==> config.mk <==
export PLATFORM = sky130hd
export DESIGN_NAME = touch_armed_capture_gate
export DESIGN_NICKNAME = d
export VERILOG_FILES = /design/src/design/tacg_pkg.sv /design/src/design/tacg_cfg.sv /design/src/design/tacg_fsm.sv /design/src/design/touch_armed_capture_gate.sv
export SDC_FILE = /design/constraint.sdc
export NUM_CORES = 1
export LEC_CHECK = 0
export BUFFER_PORTS_ARGS = -buffer_cell sky130_fd_sc_hd__buf_2
export CAP_MARGIN = 20
export CELL_PAD_IN_SITES_DETAIL_PLACEMENT = 2
export CELL_PAD_IN_SITES_GLOBAL_PLACEMENT = 2
export CORE_ASPECT_RATIO = 0.6
export CORE_UTILIZATION = 41
export DETAILED_ROUTE_END_ITERATION = 16
export GPL_TIMING_DRIVEN = 0
export PLACE_DENSITY_LB_ADDON = 0.1
export REMOVE_ABC_BUFFERS = 1
export SKIP_LAST_GASP = 1
export SLEW_MARGIN = 10
export SYNTH_ARGS = -nofsm -noshare
export SYNTH_HDL_FRONTEND = slang
export SYNTH_SLANG_ARGS = --single-unit
==> constraint.sdc <==
create_clock -name clk_i -period 9.8 [get_ports clk_i]
set_input_delay 1.47 -clock clk_i [delete_from_list [all_inputs] [get_ports clk_i]]
set_output_delay 1.47 -clock clk_i [all_outputs]
set_load 0.01 [all_outputs]
==> src/design/tacg_pkg.sv <==
// ----------------------------------------------------------------------------
// tacg_pkg
// Shared types and constants for the touch armed capture gate.
// ----------------------------------------------------------------------------
package tacg_pkg;

  localparam int unsigned LevelW   = 22;
  localparam int unsigned DelayW   = 16;
  localparam int unsigned MicW     = 32;
  localparam int unsigned SampleW  = 16;
  localparam int unsigned MicShift = 14;
  localparam int unsigned PhaseW   = 3;
  localparam int unsigned EventW   = 3;
  localparam int unsigned CfgIdxW  = 3;
  localparam int unsigned CfgDataW = 22;

  // register indexes on the config port
  localparam logic [CfgIdxW-1:0] CfgTouchOn  = 3'd0;
  localparam logic [CfgIdxW-1:0] CfgTouchOff = 3'd1;
  localparam logic [CfgIdxW-1:0] CfgDebounce = 3'd2;
  localparam logic [CfgIdxW-1:0] CfgArmDelay = 3'd3;
  localparam logic [CfgIdxW-1:0] CfgRecord   = 3'd4;

  // reset values
  localparam logic [LevelW-1:0] TouchOnRst  = 22'd50000;
  localparam logic [LevelW-1:0] TouchOffRst = 22'd45000;
  localparam logic [DelayW-1:0] DebounceRst = 16'd80;
  localparam logic [DelayW-1:0] ArmDelayRst = 16'd2000;
  localparam logic [LevelW-1:0] RecordRst   = 22'd10000;

  typedef enum logic [EventW-1:0] {
    EV_NONE    = 3'd0,
    EV_TOUCHED = 3'd1,
    EV_START   = 3'd2,
    EV_DONE    = 3'd3,
    EV_REARMED = 3'd4
  } event_e;

  typedef struct packed {
    logic [LevelW-1:0] touch_on;
    logic [LevelW-1:0] touch_off;
    logic [DelayW-1:0] debounce;
    logic [DelayW-1:0] arm_wait;
    logic [LevelW-1:0] record_len;
  } cfg_t;

  typedef struct packed {
    logic               command;
    logic [LevelW-1:0]  touch_level;
    logic [MicW-1:0]    mic_word;
  } item_t;

  typedef struct packed {
    logic                      sample_valid;
    logic signed [SampleW-1:0] sample_value;
    logic                      led_on;
    event_e                    event_code;
    logic [PhaseW-1:0]         phase;
  } result_t;

endpackage

==> src/design/tacg_cfg.sv <==
// ----------------------------------------------------------------------------
// tacg_cfg
// Configuration register file, write only.
// ----------------------------------------------------------------------------
module tacg_cfg (
  input  logic                              clk_i,
  input  logic                              rst_ni,
  input  logic                              cfg_we_i,
  input  logic [tacg_pkg::CfgIdxW-1:0]      cfg_index_i,
  input  logic [tacg_pkg::CfgDataW-1:0]     cfg_wdata_i,
  output tacg_pkg::cfg_t                    cfg_o
);

  tacg_pkg::cfg_t cfg_q, cfg_d;

  always_comb begin
    cfg_d = cfg_q;
    if (cfg_we_i) begin
      case (cfg_index_i)
        tacg_pkg::CfgTouchOn:  cfg_d.touch_on   = cfg_wdata_i[tacg_pkg::LevelW-1:0];
        tacg_pkg::CfgTouchOff: cfg_d.touch_off  = cfg_wdata_i[tacg_pkg::LevelW-1:0];
        tacg_pkg::CfgDebounce: cfg_d.debounce   = cfg_wdata_i[tacg_pkg::DelayW-1:0];
        tacg_pkg::CfgArmDelay: cfg_d.arm_wait   = cfg_wdata_i[tacg_pkg::DelayW-1:0];
        tacg_pkg::CfgRecord:   cfg_d.record_len = cfg_wdata_i[tacg_pkg::LevelW-1:0];
        default: ;  // unknown index: ignored
      endcase
    end
  end

  always_ff @(posedge clk_i or negedge rst_ni) begin
    if (!rst_ni) begin
      cfg_q.touch_on   <= tacg_pkg::TouchOnRst;
      cfg_q.touch_off  <= tacg_pkg::TouchOffRst;
      cfg_q.debounce   <= tacg_pkg::DebounceRst;
      cfg_q.arm_wait   <= tacg_pkg::ArmDelayRst;
      cfg_q.record_len <= tacg_pkg::RecordRst;
    end else begin
      cfg_q <= cfg_d;
    end
  end

  assign cfg_o = cfg_q;

endmodule

==> src/design/tacg_fsm.sv <==
// ----------------------------------------------------------------------------
// tacg_fsm
// Phase sequencer, elapsed counter and sample scaling for one item.
// ----------------------------------------------------------------------------
module tacg_fsm (
  input  logic              clk_i,
  input  logic              rst_ni,
  input  logic              step_i,   // item in stage register moves on
  input  tacg_pkg::item_t   item_i,
  input  tacg_pkg::cfg_t    cfg_i,
  output tacg_pkg::result_t res_o
);

  typedef enum logic [tacg_pkg::PhaseW-1:0] {
    PH_WAIT_TOUCH   = 3'd0,
    PH_DEBOUNCE     = 3'd1,
    PH_ARM          = 3'd2,
    PH_RECORD       = 3'd3,
    PH_WAIT_RELEASE = 3'd4
  } phase_e;

  localparam logic [tacg_pkg::LevelW-1:0] ElapsedMax = {tacg_pkg::LevelW{1'b1}};
  localparam logic [tacg_pkg::LevelW-1:0] ElapsedOne = {{(tacg_pkg::LevelW-1){1'b0}}, 1'b1};
  localparam logic [tacg_pkg::LevelW-tacg_pkg::DelayW-1:0] DelayPad = '0;

  phase_e                      phase_q, phase_d;
  logic [tacg_pkg::LevelW-1:0] elapsed_q, elapsed_d, elapsed_inc;
  logic                        led_q, led_d;
  tacg_pkg::event_e            ev;
  logic                        touched, released;

  assign elapsed_inc = (elapsed_q == ElapsedMax) ? elapsed_q : elapsed_q + ElapsedOne;
  assign touched     = item_i.touch_level >= cfg_i.touch_on;
  assign released    = item_i.touch_level <  cfg_i.touch_off;

  always_comb begin
    phase_d   = phase_q;
    elapsed_d = elapsed_q;
    led_d     = led_q;
    ev        = tacg_pkg::EV_NONE;
    if (!item_i.command) begin
      elapsed_d = elapsed_inc;
      case (phase_q)
        PH_DEBOUNCE: begin
          if (!touched) begin
            phase_d = PH_WAIT_TOUCH;
          end else if (elapsed_inc >= {DelayPad, cfg_i.debounce}) begin
            elapsed_d = '0;
            phase_d   = PH_ARM;
            ev        = tacg_pkg::EV_TOUCHED;
          end
        end
        PH_ARM: begin
          if (elapsed_inc >= {DelayPad, cfg_i.arm_wait}) begin
            led_d     = 1'b1;
            elapsed_d = '0;
            phase_d   = PH_RECORD;
            ev        = tacg_pkg::EV_START;
          end
        end
        PH_RECORD: begin
          if (elapsed_inc >= cfg_i.record_len) begin
            led_d   = 1'b0;
            phase_d = PH_WAIT_RELEASE;
            ev      = tacg_pkg::EV_DONE;
          end
        end
        PH_WAIT_RELEASE: begin
          if (released) begin
            phase_d = PH_WAIT_TOUCH;
            ev      = tacg_pkg::EV_REARMED;
          end
        end
        default: begin
          phase_d = PH_WAIT_TOUCH;
          if (touched) begin
            elapsed_d = '0;
            phase_d   = PH_DEBOUNCE;
          end
        end
      endcase
    end
  end

  always_comb begin
    res_o.sample_valid = item_i.command && (phase_q == PH_RECORD);
    res_o.sample_value = res_o.sample_valid
                       ? item_i.mic_word[tacg_pkg::MicShift +: tacg_pkg::SampleW]
                       : '0;
    res_o.led_on       = led_d;
    res_o.event_code   = ev;
    res_o.phase        = phase_d;
  end

  always_ff @(posedge clk_i or negedge rst_ni) begin
    if (!rst_ni) begin
      phase_q   <= PH_WAIT_TOUCH;
      elapsed_q <= '0;
      led_q     <= 1'b0;
    end else if (step_i) begin
      phase_q   <= phase_d;
      elapsed_q <= elapsed_d;
      led_q     <= led_d;
    end
  end

`ifndef SYNTHESIS
  // LED is lit exactly in the recording phase
  a_led_phase: assert property (@(posedge clk_i) disable iff (!rst_ni)
    led_q == (phase_q == PH_RECORD))
    else $error("led state disagrees with phase");

  // mic words never touch the sequencer state
  a_mic_no_state: assert property (@(posedge clk_i) disable iff (!rst_ni)
    step_i && item_i.command |=> $stable(phase_q) && $stable(elapsed_q))
    else $error("mic item changed sequencer state");

  // entering debounce restarts the timer
  a_debounce_clear: assert property (@(posedge clk_i) disable iff (!rst_ni)
    step_i && !item_i.command && phase_q == PH_WAIT_TOUCH && phase_d == PH_DEBOUNCE
    |=> elapsed_q == '0)
    else $error("elapsed not cleared on debounce entry");

  // any reported event comes with a phase change
  a_event_moves: assert property (@(posedge clk_i) disable iff (!rst_ni)
    step_i && ev != tacg_pkg::EV_NONE |-> phase_d != phase_q)
    else $error("event without phase change");
`endif

endmodule

==> src/design/touch_armed_capture_gate.sv <==
// ----------------------------------------------------------------------------
// touch_armed_capture_gate
// Touch-triggered recording gate with scaled microphone pass-through.
// ----------------------------------------------------------------------------
// Usage: every accepted word yields exactly one result word. Throughput is one
// word per clock while out_stall_i is low; a word passes the input register,
// then the result register, the two pipeline registers around the phase and
// scaling logic. A tick word (command 0) advances the millisecond timer and
// the phase sequencer; a mic word (command 1) passes mic_word[29:14] as a
// signed 16-bit sample while recording and is otherwise reported with
// sample_valid low. led_on, event_code and phase always show the state after
// the word. The user writes configuration through cfg_we_i/cfg_index_i/
// cfg_wdata_i while no word is held (not enforced); unknown indexes ignored.
module touch_armed_capture_gate (
  input  logic                                  clk_i,
  input  logic                                  rst_ni,
  // config write port
  input  logic                                  cfg_we_i,
  input  logic [tacg_pkg::CfgIdxW-1:0]          cfg_index_i,
  input  logic [tacg_pkg::CfgDataW-1:0]         cfg_wdata_i,
  // input channel
  input  logic                                  in_valid_i,
  output logic                                  in_stall_o,
  input  logic                                  command_i,
  input  logic [tacg_pkg::LevelW-1:0]           touch_level_i,
  input  logic signed [tacg_pkg::MicW-1:0]      mic_word_i,
  // result channel
  output logic                                  out_valid_o,
  input  logic                                  out_stall_i,
  output logic                                  sample_valid_o,
  output logic signed [tacg_pkg::SampleW-1:0]   sample_value_o,
  output logic                                  led_on_o,
  output logic [tacg_pkg::EventW-1:0]           event_code_o,
  output logic [tacg_pkg::PhaseW-1:0]           phase_o
);

  tacg_pkg::cfg_t    cfg;
  tacg_pkg::item_t   item_q, item_d;
  tacg_pkg::result_t res, res_q;
  logic              item_vld_q, res_vld_q;
  logic              in_take, step, res_free;

  tacg_cfg u_cfg (
    .clk_i       (clk_i),
    .rst_ni      (rst_ni),
    .cfg_we_i    (cfg_we_i),
    .cfg_index_i (cfg_index_i),
    .cfg_wdata_i (cfg_wdata_i),
    .cfg_o       (cfg)
  );

  // result slot is free if empty or being drained this cycle
  assign res_free   = !res_vld_q || !out_stall_i;
  assign step       = item_vld_q && res_free;
  // input slot accepts when empty or when its word moves on
  assign in_stall_o = item_vld_q && !res_free;
  assign in_take    = in_valid_i && !in_stall_o;

  always_comb begin
    item_d.command     = command_i;
    item_d.touch_level = touch_level_i;
    item_d.mic_word    = mic_word_i;
  end

  tacg_fsm u_fsm (
    .clk_i  (clk_i),
    .rst_ni (rst_ni),
    .step_i (step),
    .item_i (item_q),
    .cfg_i  (cfg),
    .res_o  (res)
  );

  // control
  always_ff @(posedge clk_i or negedge rst_ni) begin
    if (!rst_ni) begin
      item_vld_q <= 1'b0;
      res_vld_q  <= 1'b0;
    end else begin
      if (in_take) begin
        item_vld_q <= 1'b1;
      end else if (step) begin
        item_vld_q <= 1'b0;
      end
      if (step) begin
        res_vld_q <= 1'b1;
      end else if (!out_stall_i) begin
        res_vld_q <= 1'b0;
      end
    end
  end

  // payload, no reset
  always_ff @(posedge clk_i) begin
    if (in_take) begin
      item_q <= item_d;
    end
    if (step) begin
      res_q <= res;
    end
  end

  assign out_valid_o    = res_vld_q;
  assign sample_valid_o = res_q.sample_valid;
  assign sample_value_o = res_q.sample_value;
  assign led_on_o       = res_q.led_on;
  assign event_code_o   = res_q.event_code;
  assign phase_o        = res_q.phase;

`ifndef SYNTHESIS
  // a held result word stays put until taken
  a_res_hold: assert property (@(posedge clk_i) disable iff (!rst_ni)
    res_vld_q && out_stall_i |=> res_vld_q && $stable(res_q))
    else $error("stalled result word lost or changed");

  // an item never stalls while the result slot can take it
  a_no_false_stall: assert property (@(posedge clk_i) disable iff (!rst_ni)
    in_stall_o |-> item_vld_q && res_vld_q && out_stall_i)
    else $error("input stalled without back-pressure");

  // an offered result carries a known state
  a_out_known: assert property (@(posedge clk_i) disable iff (!rst_ni)
    out_valid_o |-> !$isunknown({led_on_o, event_code_o, phase_o}))
    else $error("result word carries unknown state");
`endif

endmodule
## Word level (Yosys, flattened, before mapping)

Cells that the tools add are included.

- Bits in registers: 203
- Input bits: 85
- Output and inout bits: 26
- Word-level logic and storage cells: 81

- Add/subtract/negate cells: 1
- Magnitude comparators: 5
- Equality and inequality tests: 10
- Mux-type cells: 28
- Bitwise gates (word level): 1
- Reductions and logical operators: 18

Operators by type and width:

| cell | count |
|---|---|
| 22-bit two-way mux | 5 |
| 22-bit one-hot mux with 3 select lines | 1 |
| 22-bit by 16-bit greater-or-equal comparator with 1-bit output | 2 |
| 22-bit greater-or-equal comparator | 2 |
| 3-bit two-way mux | 8 |
| 3-bit one-hot mux with 4 select lines | 2 |
| 22-bit by 1-bit adder with 22-bit output (second input constant) | 1 |
| 22-bit == test (second input constant) | 1 |
| 22-bit less-than comparator | 1 |
| 3-bit by 2-bit == test with 1-bit output (second input constant) | 4 |
| 2-bit AND reduction | 6 |
| 1-bit two-way mux | 9 |
| 3-bit by 1-bit == test with 1-bit output (second input constant) | 2 |
| 3-bit == test (second input constant) | 2 |
| 1-bit logical AND | 4 |
| 1-bit logical NOT | 4 |
| 2-bit two-way mux | 2 |
| 3-bit logical NOT | 1 |
| 2-bit by 1-bit != test with 1-bit output (second input constant) | 1 |
| 1-bit one-hot mux with 2 select lines | 1 |
| 2-bit nonzero test | 1 |
| 2-bit OR reduction | 1 |
| 1-bit logical OR | 1 |
| 1-bit inverter | 1 |

## Longest topological paths before layout

- Depth after elaboration: 7
- Mapped depth: 18
- Mapped depth without buffers: 17

## Hierarchy

From an unflattened synthesis, not the netlist that was laid out.

- Cells, all modules: 883
- Area total of the unflattened synthesis: 10640.2 um^2

By module, submodules not included:

| module | times used | cells an instance | area each (um^2) | seq. area each (um^2) |
|---|---|---|---|---|
| tacg_fsm | 1 | 586 | 4364.2 | 650.6 |
| tacg_cfg | 1 | 210 | 3811.2 | 2487.4 |
| touch_armed_capture_gate | 1 | 87 | 2464.9 | 2422.3 |

## Worst setup path after synthesis

Ideal clock, no wire load.

- Path kind: reg-to-reg
- From: register u_fsm.elapsed_q[0] (netlist bit)
- To: register res_q, in the netlist led_on_o (data pin)
- Library setup time: 0.256 ns
- Arrival time: 3.667 ns
- Required time: 9.544 ns
- Path slack: 5.877 ns
- Stages on the path, launching flop included: 19
- Path buffers: 1
- Period minus slack after synthesis: 3.923 ns
- Cell sequence: dfrtp_1 > ha_1 > nand2_1 > nor4_1 > a211o_1 > nor2_1 > nand3_1 > or2_2 > xnor2_1 > ha_1 > a211oi_1 > o21bai_1 > a21o_1 > a21oi_1 > o31ai_1 > o31ai_2 > buf_4 > nor2_1 > o22a_1

RTL lines:

| element | line | RTL |
|---|---|---|
| start: declaration | tacg_fsm.sv:27 | `logic [tacg_pkg::LevelW-1:0] elapsed_q, elapsed_d, elapsed_inc;` |
| start signal: assignment | tacg_fsm.sv:102 | `elapsed_q <= elapsed_d;` |
| end signal: assignment | touch_armed_capture_gate.sv:99 | `res_q <= res;` |
| end: declaration | touch_armed_capture_gate.sv:39 | `tacg_pkg::result_t res, res_q;` |

## Worst setup path after layout

- From: register u_fsm.elapsed_q[0] (netlist bit)
- To: register u_fsm.elapsed_q[17] (netlist bit)

- Word-level cells in the longest chain between the ends: 6
- Elaborated cells between the ends (all ways): 10
- Classes of those cells: add/sub (1); order compare (2); eq/ne (1); mux (6)

RTL lines:

| element | line | RTL |
|---|---|---|
| 22-bit by 1-bit adder with 22-bit output / 22-bit == test (equally long branches) | tacg_fsm.sv:32 | `assign elapsed_inc = (elapsed_q == ElapsedMax) ? elapsed_q : elapsed_q + ElapsedOne;` |
| 22-bit two-way mux * | tacg_fsm.sv:32 |  |
| 22-bit by 16-bit greater-or-equal comparator with 1-bit output | tacg_fsm.sv:47 | `end else if (elapsed_inc >= {DelayPad, cfg_i.debounce}) begin` |
| 22-bit two-way mux | tacg_fsm.sv:47 |  |
| 22-bit two-way mux | tacg_fsm.sv:45 | `if (!touched) begin` |
| 22-bit one-hot mux with 3 select lines * | tacg_fsm.sv:43 | `case (phase_q)` |

Every way passes the cells marked *; elsewhere a longest branch is shown, timed or not.
A chain may end at the register's enable or synchronous reset.

==> impl_metrics.py <==
metrics = {
    "place": {
        "place_hpwl_mm": 21.6,
        "finalWeightedCongestion": 0.838,
        "place.port_buffers": 94,
    },
    "setup_path": {
        "crit_type": "register to register",
        "slowest_stage": "o31ai_2",
        "crit_path_start_kind": "register",
        "path_cells": "ha_1 -> nand2_1 -> nor4_1 -> a211o_1 -> nor2_1 -> nand3_1 -> or2_2 -> xnor2_1 -> ha_1 -> a211oi_1 -> o21bai_1 -> a21o_1 -> a21oi_1 -> o31ai_1 -> o31ai_2 -> nand4_1 -> o22ai_1",
        "slowest_delay_ns": 0.91,
        "crit_path_end_kind": "register",
        "critPathArrivalTime_ns": 6.47,
        "cp_common_cell": "ha_1",
        "required_ns": 10.13,
        "cp_max_fo": 13,
    },
    "pwr": {
        "comb_power_share_pct": 30.8,
        "p_leak_nw": 5.26,
        "cell_internal_pwr_mw": 1.67,
        "pwr-share-clk_pct": 28.0,
        "p_seq_share_pct": 41.2,
        "pwr_density_cell_nw_per_um2": 226,
        "netSwitchingFraction_pct": 35.5,
        "p_sw_mw": 0.923,
        "vdd_ir_drop_max_mv": 0.115,
    },
    "synthesis": {
        "yosysTopAreaCell": "dfrtp_1",
        "yosys-top-cells-area": "dfrtp_1 25%, edfxtp_1 19%, ha_1 12%, dfstp_2 7.4%, o21ai_0 4.8%",
        "synth_common_cells": "126 x nand2_1, 115 x inv_1, 98 x dfrtp_1, 98 x ha_1, 95 x o21ai_0",
        "ys_async_sr_fraction_pct": 66.7,
        "synth_edf_count": 63,
        "synth.distinct_cells": 65,
        "synth_top_area_share_pct": 24.6,
        "synth_flop_cell": "dfrtp_1",
        "synthCells": 961,
        "syn_area_per_cell_um2": 10.4,
        "yosys_warnings": 0,
        "yosysSeqAreaShare_pct": 50.9,
        "synth_area_um2": 9970,
        "yosys.cell_count.top_type": "nand2_1",
        "ys_seq_elements": 189,
    },
    "floorplan": {
        "placeableCoreArea_um2": 23500,
        "fp-row-count": 43,
        "start_util_pct": 42.5,
        "die_y_um": 123,
        "ioPinCount": 111,
        "die_area_um2": 25000,
        "die_w_um": 203,
    },
    "min_path": {
        "min_path_type": "register to register",
    },
    "clocking": {
        "cts_made_buffers": 17,
        "clock_latency_ns": 0.46,
        "path_clk_slew_ns": 0.07,
        "ctsRootBufferMaster": "clkbuf_16",
        "cts_setup_buffers": 0,
        "ctsResizeCount": 0,
        "cts_tree": "done",
        "clk_path_buf_depth": 2,
        "cts_hold_buf": 0,
        "clock_sinks": 189,
        "cts_htree_levels": 4,
    },
    "global_routing": {
        "grtUsageTotal_pct": 25.2,
        "grt_max_degree": 72,
        "antenna_found_initial": 0,
        "grt_pass1_wl_mm": 47.0,
        "grt_pass1_vias": 8358,
        "overflow": 0,
    },
    "route": {
        "route.detailed.wl_per_inst_um": 21.5,
        "drtIter0Drc": 400,
        "detail_route.vias_per_cell": 5.54,
        "drc": 0,
        "detail-route-antenna-nets": 0,
        "via_count": 7656,
        "first_pass_iters": 4,
        "wl_mm": 29.8,
    },
    "timing": {
        "hold_viol": 0,
        "tightest_slew_ns": 1.12,
        "setup_viol": 0,
        "holdWs_ns": 0.513,
        "max_freq_mhz": 163,
        "fin_skew_ns": 0.0153,
        "tns_ns": 0,
        "slew_headroom_pct": 25.1,
        "period_needed_ns": 6.13,
        "fin_crit_sh_pct": 62.6,
        "final_max_slew_viol_count": 0,
        "rsz0062_at_grt": "false",
    },
    "cells_and_area": {
        "layout-drive-gt1-share_pct": 19.1,
        "area_delta_synth_final_pct": 15.3,
        "n_antenna_cell": 0,
        "layout.nets": 1238,
        "utilization_pct": 49.0,
    },
    "outcome": {
        "outcome": "complete, no violations",
    },
    "job": {
        "maxCapViolCount": 0,
    },
}
==> critical path: cells and delay by family, from the launching register on <==
family                   cells  cell delay [ns]
AO/OA/AOI/OAI                8             2.58
XOR/XNOR                     1             0.39
flip-flops                   1             0.45
adder cells (fa/ha/maj)      2             0.60
AND/OR/NAND/NOR              6             1.99
==> final timing paths <==
kind | cells past startpoint | slack [ns] | start | end
worst min register to register | 2 | 0.51 | u_cfg.cfg_o[90]$_DFFE_PN1P_ | u_cfg.cfg_o[90]$_DFFE_PN1P_
worst max register to register | 17 | 3.67 | u_fsm.elapsed_q[0]$_DFFE_PN0P_ | u_fsm.elapsed_q[17]$_DFFE_PN0P_
max in group asynchronous | 2 | 8.03 | rst_ni | u_cfg.cfg_o[4]$_DFFE_PN1P_
min in group asynchronous | 1 | 0.99 | rst_ni | u_cfg.cfg_o[59]$_DFFE_PN0P_
worst max-delay path | 17 | 3.67 | u_fsm.elapsed_q[0]$_DFFE_PN0P_ | u_fsm.elapsed_q[17]$_DFFE_PN0P_
worst min-delay path | 2 | 0.51 | u_cfg.cfg_o[90]$_DFFE_PN1P_ | u_cfg.cfg_o[90]$_DFFE_PN1P_
==> power by group through the flow <==
stage / Clock, mW / Combinational, mW / Sequential [mW]
finish: 0.727 / 0.800 / 1.07
global route: 0.763 / 0.899 / 1.09
CTS: 0.737 / 0.799 / 1.07
detailed placement: 0 / 0.780 / 1.08
global placement: 0 / 0.727 / 1.07
floorplan: 0 / 0.503 / 1.06
==> sequential cells by signal, summed over array words and instances (netlist names), 3 cells and up <==
register / count
u_cfg.cfg_o: 98
item_q: 39
u_fsm.elapsed_q: 22
sample_value_o: 16
event_code_o: 3
phase_o: 3
u_fsm.phase_q: 3
==> per-layer routing <==
metal / wire length (um) / vias up / global-route usage (%) / share of wire, %
li1: - / 3553 / - / -
met2: 13700 / 106 / 40.2 / 46
met4: 284 / 0 / 5.73 / 0.95
met1: 15000 / 3971 / 35.8 / 51
met5: 0 / - / 0 / 0
met3: 770 / 26 / 4.17 / 2.6
==> final cells by class <==
type	count	area [um2]
inverter	115	432
multi-input combinational	625	4350
clock inverter	12	135
sequential	189	5080
fill	2489	12000
timing repair buffer	107	656
clock buffer	20	457
tap	315	394
==> through the flow <==
stage	total power [mW]	instance area (um2)	instances	setup WS, ns
floorplan	1.56	9840	929	5.48
global placement	1.80	10700	1338	3.92
detailed placement	1.86	10900	1348	3.84
CTS	2.61	11500	1380	3.79
global route	2.75	11500	1383	3.44
finish	2.60	11500	1383	3.67
==> placed cells by master, fill, tap and decap left out, types with 5 or more instances in the layout <==
cell type / instances
nand2_1: 126
inv_1: 115
ha_1: 98
dfrtp_1: 98
o21ai_0: 95
buf_2: 93
edfxtp_1: 63
a21oi_1: 30
dfstp_2: 28
nor2_1: 27
and2_1: 26
a21o_1: 25
mux2_2: 22
nand3_1: 17
nand4_1: 17
clkbuf_16: 17
nand2b_1: 13
o22ai_1: 12
xnor2_1: 8
nor3_1: 8
a31o_1: 8
a41oi_1: 7
nor2b_1: 5
==> kinds of logic (layout without fill, tap and decap cells) <==
| family | count (synthesis) | after routing | synth area share [%] |
|---|---|---|---|
| buf+inv | 147 | 254 | 5.67 |
| xor+xnor | 13 | 13 | 1.22 |
| flops | 189 | 189 | 50.9 |
| fa+ha+maj | 98 | 98 | 12.3 |
| compound gates | 219 | 219 | 13.8 |
| simple gates | 271 | 271 | 13.4 |
| mux | 24 | 24 | 2.68 |
(Power assumes the default switching activity.)
